[src/sv/sparse_vector_euclidean_distance_unit_macros.svh]
// ----------------------------------------------------------------------------
// Assertion macros for the sparse vector Euclidean distance unit
// Concurrent check wrappers that compile away when NO_ASSERTIONS is set.
// ----------------------------------------------------------------------------
`ifndef SPARSE_VECTOR_EUCLIDEAN_DISTANCE_UNIT_MACROS_SVH
`define SPARSE_VECTOR_EUCLIDEAN_DISTANCE_UNIT_MACROS_SVH

`ifndef NO_ASSERTIONS

// Same-cycle implication, sampled on clk, off while rst_n is low.
`define SVEDU_ASSERT_IMP(label, ante, cons) \
  label: assert property (@(posedge clk) disable iff (!rst_n) (ante) |-> (cons)) \
    else $error("svedu same-cycle check failed");

// Next-cycle implication, sampled on clk, off while rst_n is low.
`define SVEDU_ASSERT_NXT(label, ante, cons) \
  label: assert property (@(posedge clk) disable iff (!rst_n) (ante) |=> (cons)) \
    else $error("svedu next-cycle check failed");

`else

`define SVEDU_ASSERT_IMP(label, ante, cons)
`define SVEDU_ASSERT_NXT(label, ante, cons)

`endif

`endif

[src/sv/svedu_pkg.sv]
// ----------------------------------------------------------------------------
// Sparse vector Euclidean distance package
// Sizes, op codes and the command/status bundles shared by the unit.
// ----------------------------------------------------------------------------
package svedu_pkg;

  // Capacity and field widths.
  localparam int MAX_NONZERO = 256;
  localparam int INDEX_BITS  = 20;
  localparam int IN_INDEX_W  = 20;
  localparam int VALUE_W     = 16;
  localparam int OP_W        = 2;
  localparam int SUM_W       = 42;
  localparam int ROOT_W      = SUM_W / 2;

  // Derived widths.
  localparam int CNT_W    = $clog2(MAX_NONZERO + 1);
  localparam int ADDR_W   = (MAX_NONZERO > 1) ? $clog2(MAX_NONZERO) : 1;
  localparam int OPND_W   = VALUE_W + 1;
  localparam int TERM_W   = 2 * VALUE_W + 1;
  localparam int REM_W    = ROOT_W + 3;
  localparam int SQ_CNT_W = $clog2(ROOT_W + 1);

  // Operation codes.
  localparam logic [OP_W-1:0] OP_LOAD_A  = 2'd0;
  localparam logic [OP_W-1:0] OP_LOAD_B  = 2'd1;
  localparam logic [OP_W-1:0] OP_COMPUTE = 2'd2;

  // Commands from the controller to the datapath.
  typedef struct packed {
    logic load_a;
    logic load_b;
    logic start;
    logic cmp;
    logic mul;
    logic acc;
    logic sq_init;
    logic sq_step;
    logic finish;
  } svedu_cmd_t;

  // Status from the datapath to the controller.
  typedef struct packed {
    logic merge_done;
    logic sq_last;
  } svedu_sts_t;

endpackage

[src/sv/svedu_ctrl.sv]
// ----------------------------------------------------------------------------
// Sparse vector Euclidean distance controller
// Sequences loads, the merge walk, the square root and the result handoff.
// ----------------------------------------------------------------------------
module svedu_ctrl (
  input  logic                      clk,
  input  logic                      rst_n,
  input  logic                      in_valid,
  input  logic [svedu_pkg::OP_W-1:0] in_op,
  output logic                      in_ready,
  output logic                      out_valid,
  input  logic                      out_ready,
  input  svedu_pkg::svedu_sts_t     sts,
  output svedu_pkg::svedu_cmd_t     cmd
);
  import svedu_pkg::*;

  localparam logic [2:0] ST_IDLE = 3'd0;
  localparam logic [2:0] ST_RD   = 3'd1;
  localparam logic [2:0] ST_CMP  = 3'd2;
  localparam logic [2:0] ST_MUL  = 3'd3;
  localparam logic [2:0] ST_ACC  = 3'd4;
  localparam logic [2:0] ST_SQI  = 3'd5;
  localparam logic [2:0] ST_SQS  = 3'd6;
  localparam logic [2:0] ST_FIN  = 3'd7;

  logic [2:0] state_r, state_nxt;
  logic       out_valid_r, out_valid_nxt;
  logic       accept;

  // A compute waits until the previous result word has been taken.
  assign in_ready  = (state_r == ST_IDLE) && (!out_valid_r || (in_op != OP_COMPUTE));
  assign accept    = in_valid && in_ready;
  assign out_valid = out_valid_r;

  // Command decode.
  always_comb begin
    cmd         = '0;
    cmd.load_a  = accept && (in_op == OP_LOAD_A);
    cmd.load_b  = accept && (in_op == OP_LOAD_B);
    cmd.start   = accept && (in_op == OP_COMPUTE);
    cmd.cmp     = (state_r == ST_CMP);
    cmd.mul     = (state_r == ST_MUL);
    cmd.acc     = (state_r == ST_ACC);
    cmd.sq_init = (state_r == ST_SQI);
    cmd.sq_step = (state_r == ST_SQS);
    cmd.finish  = (state_r == ST_FIN);
  end

  // Next state.
  always_comb begin
    state_nxt = state_r;
    unique case (state_r)
      ST_IDLE: begin
        if (cmd.start) begin
          state_nxt = sts.merge_done ? ST_SQI : ST_RD;
        end
      end
      ST_RD:  state_nxt = ST_CMP;
      ST_CMP: state_nxt = ST_MUL;
      ST_MUL: state_nxt = ST_ACC;
      ST_ACC: state_nxt = sts.merge_done ? ST_SQI : ST_RD;
      ST_SQI: state_nxt = ST_SQS;
      ST_SQS: state_nxt = sts.sq_last ? ST_FIN : ST_SQS;
      ST_FIN: state_nxt = ST_IDLE;
    endcase
  end

  // Result word valid flag.
  always_comb begin
    priority if (cmd.finish) begin
      out_valid_nxt = 1'b1;
    end else if (out_ready) begin
      out_valid_nxt = 1'b0;
    end else begin
      out_valid_nxt = out_valid_r;
    end
  end

  always_ff @(posedge clk) begin
    if (!rst_n) begin
      state_r     <= ST_IDLE;
      out_valid_r <= 1'b0;
    end else begin
      state_r     <= state_nxt;
      out_valid_r <= out_valid_nxt;
    end
  end

endmodule

[config.mk]
export PLATFORM = sky130hd
export DESIGN_NAME = svedu_ctrl
export DESIGN_NICKNAME = d
export VERILOG_FILES = /design/src/sv/sparse_vector_euclidean_distance_unit_macros.svh /design/src/sv/svedu_pkg.sv /design/src/sv/svedu_ctrl.sv
export SDC_FILE = /design/constraint.sdc
export NUM_CORES = 1
export LEC_CHECK = 0
export ABC_AREA = 1
export BUFFER_PORTS_ARGS = -buffer_cell sky130_fd_sc_hd__buf_2
export CAP_MARGIN = 25
export CORE_AREA = 2 2 39 41
export CTS_BUF_LIST = sky130_fd_sc_hd__clkbuf_16
export DETAILED_ROUTE_END_ITERATION = 10
export DIE_AREA = 0 0 41 43
export PLACE_DENSITY = 0.5
export SYNTH_ARGS = -nofsm -noshare
export SYNTH_HDL_FRONTEND = slang
export SYNTH_SLANG_ARGS = --single-unit
[constraint.sdc]
create_clock -name clk -period 0.9 [get_ports clk]
set_input_delay 0.135 -clock clk [delete_from_list [all_inputs] [get_ports clk]]
set_output_delay 0.135 -clock clk [all_outputs]
set_load 0.02 [all_outputs]
# Yosys cells after proc, flatten, opt, wreduce, memory -nomap -nowiden
# Index checks and enable logic that the tools add are counted.
# op_classes
n_reduce_logical	10
n_mux	6
eq_ne	11
# ops
operator	n
3-bit case mux with 8 select lines	1
3-bit equality test, second input constant	4
3-bit by 2-bit equality test with 1-bit output, second input constant	2
3-bit 2-to-1 mux	2
1-bit logical AND	5
2-bit != test, second input constant	2
3-bit by 1-bit equality test with 1-bit output, second input constant	1
3-bit logical NOT	1
1-bit 2-to-1 mux	3
2-bit by 1-bit equality test with 1-bit output, second input constant	1
2-bit equality test, second input constant	1
2-bit logical NOT	1
2-bit nonzero test	1
1-bit logical NOT	1
1-bit logical OR	1
# totals
regBits	4
output_inout_bits	11
wordCells	29

# Logic depth before layout (Yosys ltp)
# logic_depth
ltp_word	7
mapped_depth	5
mapped_depth_nobuf	5

# Least setup slack after synthesis
# Ideal clock, no wire load.
# synth_timing
kind	register to output
from	reg state_r[0]
to	out cmd[6] (netlist name)
required_time_ns	0.765
stages_incl_launch_ff	6
setup_slack_ns	-0.614
arrival_ns	1.379
path_cell_list	dfxtp_1 -> nor2_4 -> nand2_2 -> a21oi_2 -> nand2_2 -> nor3_1
# synth_lines
element	line	rtl
start: declaration	svedu_ctrl.sv:27	logic [2:0] state_r, state_nxt;
start signal: assignment	svedu_ctrl.sv:85	state_r <= state_nxt;
end: declaration	svedu_ctrl.sv:14	output svedu_pkg::svedu_cmd_t cmd

==> flow_summary.toml <==
[run_status]
outcome = "complete, but fails checks"
violations = "setup timing"

[logic_synthesis]
syn_area_um2 = 267
yosysWarnings = 0
ys_seq_area_frac = 0.300
synth_seq_cells = 4
synth_nets = 51
yosysUniqueCellTypes = 14
synthCells = 43
syn_area_per_cell_um2 = 6.20

[pwr]
p_sw_mw = 0.597
comb_power_share = 0.471
power_mw = 1.77
vdd_drop_max_mv = 1.13
clock_power_share = 0.391
p_int_mw = 1.17
power.density_nw_per_um2 = 2400
power.share.sequential = 0.138
swShare = 0.338
leakagePower_nw = 0.352

[critical_path]
crit_type = "reg -> out"
cp.required_ns = 0.76
arrival_ns = 1.23
cp_slowest_cell = "dfxtp_2"
cp_cell_sequence = "nor2_4 > nand2_2 > a21oi_4 > nand2_4 > nor3_4 > buf_6"
startpoint_type = "flop"
cp-end-kind = "primary output"
cp_max_fo = 3
max_stage_delay_ns = 0.32

[clock_network]
clock-sinks = 4
clkTransAtPathRegs_ns = 0.03
cts_tree = "yes"
cts_buffers = 3
clock_path_buffers = 2
clock_tree.root_cell = "clkbuf_16"
cts.htree.levels = 1
insertion_delay_ns = 0.22

[routing]
first_iter_violations = 1
antenna_left = 0
num_vias = 404
drt_first_pass_iters = 2
wl_per_cell_um = 10.7
finalWirelength_um = 984
via_per_inst = 4.39
drc = 0

[final_layout]
finalInstanceArea_um2 = 737
drive_gt1_frac = 0.789
layout.nets = 86
antenna_cells = 0
fill_cells = 131
area_growth_pct = 177

[placed_design]
numPortBuffers = 18
dpl-instance-area_um2 = 475
gp_congestion = 0.697
dp_hpwl_um = 626

[sta]
worst_pin_slew_ns = 0.352
tns_ns = -3.61
rsz0062_at_grt = "yes"
setup_slack_ns = -0.468
finalCriticalPeriod_ns = 1.37
finClkSkew_ns = 0.000544
hold_viol = 0
finalSetupViolations = 13
clock.fmax_ghz = 0.731
fin_crit_sh = 1.52
final_max_slew_viol_count = 0
relSlewSlack = 0.764

[die]
core_region_area_um2 = 1380
num_rows = 14
dieHeight_um = 43
ios = 19
die-area_um2 = 1760
die_w_um = 41
start_util = 0.193

[job]
drv_cap = 0

[global_route]
grtUsageTotal = 0.135
grt-ovfl-total = 0
grt_max_degree = 7
grt_pass1_vias = 400
antenna_found_initial = 0
grt_pass1_wl_um = 1520

[min_path]
hold_class = "in -> reg"
[cells by family (layout without fill, tap and decap cells)]
group	after synthesis	after routing	share of synthesized area
AOI/OAI and AO/OA	4	4	0.103
and+or+nand+nor	25	25	0.441
buffers and inverters	10	43	0.155
DFF	4	4	0.300
[cell usage after synthesis]
cell,count,area (µm²)
inv_1,7,26.3
nand2_1,7,26.3
nor2_1,6,22.5
nor3_1,6,30.0
dfxtp_1,4,80.1
nand3_1,3,15.0
inv_2,2,7.51
nand2_2,2,12.5
a21oi_2,1,8.76
a31oi_1,1,6.26
buf_4,1,7.51
nor2_4,1,11.3
o21a_1,1,7.51
o21ai_0,1,5.00
[final cells by class]
| cell class | instances | area (µm²) | share of cell area |
|---|---|---|---|
| Timing Repair Buffer | 31 | 253 | 0.343 |
| Multi-Input combinational cell | 29 | 265 | 0.360 |
| Sequential cell | 4 | 85.1 | 0.115 |
| Tap cell | 16 | 20.0 | 0.0272 |
| Inverter | 9 | 38.8 | 0.0526 |
| Clock buffer | 3 | 75.1 | 0.102 |
[final timing paths]
path	start	endpoint	slack, ns	depth (start not counted)
max reg2reg	state_r[0]$_SDFFE_PN0P_	state_r[2]$_SDFFE_PN0P_	-0.19	6
min reg2reg	state_r[1]$_SDFFE_PN0P_	state_r[1]$_SDFFE_PN0P_	0.69	4
max	state_r[0]$_SDFFE_PN0P_	cmd[6]	-0.47	6
min	rst_n	out_valid$_SDFFE_PN0P_	0.15	2
[worst max-delay path: cells and delay by family, from the launching register on]
| family | cells | cell delay [ns] |
|---|---|---|
| simple gates | 4 | 0.41 |
| flops | 1 | 0.32 |
| compound gates | 1 | 0.15 |
| buf+inv | 1 | 0.14 |
[flip-flops by register name, indices dropped and copies added, names as in the netlist]
| signal | count |
|---|---|
| state_r | 3 |
| out_valid | 1 |
[metal layers]
metal	up-vias	global-route usage	routed length, µm
met3	2	0.0681	80
met1	180	0.119	320
met4	0	0.0800	21
li1	203	-	-
met5	-	0	0
met2	19	0.225	562
[placed cells by master (no fill, tap or decap)]
cell	count
a21oi_4	1
a31oi_4	1
buf_2	7
buf_4	14
buf_6	10
clkbuf_16	3
dfxtp_2	4
inv_1	3
inv_2	4
inv_4	2
nand2_1	6
nand2_2	2
nand2_4	1
nand3_4	3
nor2_1	4
nor2_4	3
nor3_1	1
nor3_2	3
nor3_4	2
o21a_1	1
o21ai_1	1
[per-stage QoR]
stage	worst slack (ns)	hold WS, ns	cells	utilization
floorplan	-0.322	0.248	43	-
global placement	-0.231	0.380	84	0.344
detailed placement	-0.239	0.379	84	0.344
CTS	-0.451	0.148	91	0.520
global route	-0.525	0.160	92	0.533
finish	-0.468	0.151	92	0.533
[power groups by stage]
stage	Sequential, mW	Combinational (mW)	Clock (mW)
2_1_floorplan	0.267	0.312	0
3_3_place_gp	0.242	0.536	0
3_5_place_dp	0.243	0.535	0
4_1_cts	0.244	0.787	0.700
5_1_grt	0.247	0.898	0.716
6_report	0.244	0.832	0.692
[what timing repair did]
item,in CTS,in global routing
pin swaps,5,4
gates resized for setup,40,5
hold buffers,0,0
setup endpoints to repair,13,15
setup buffers,4,2
Note: power is estimated with default switching activity, not from simulation.
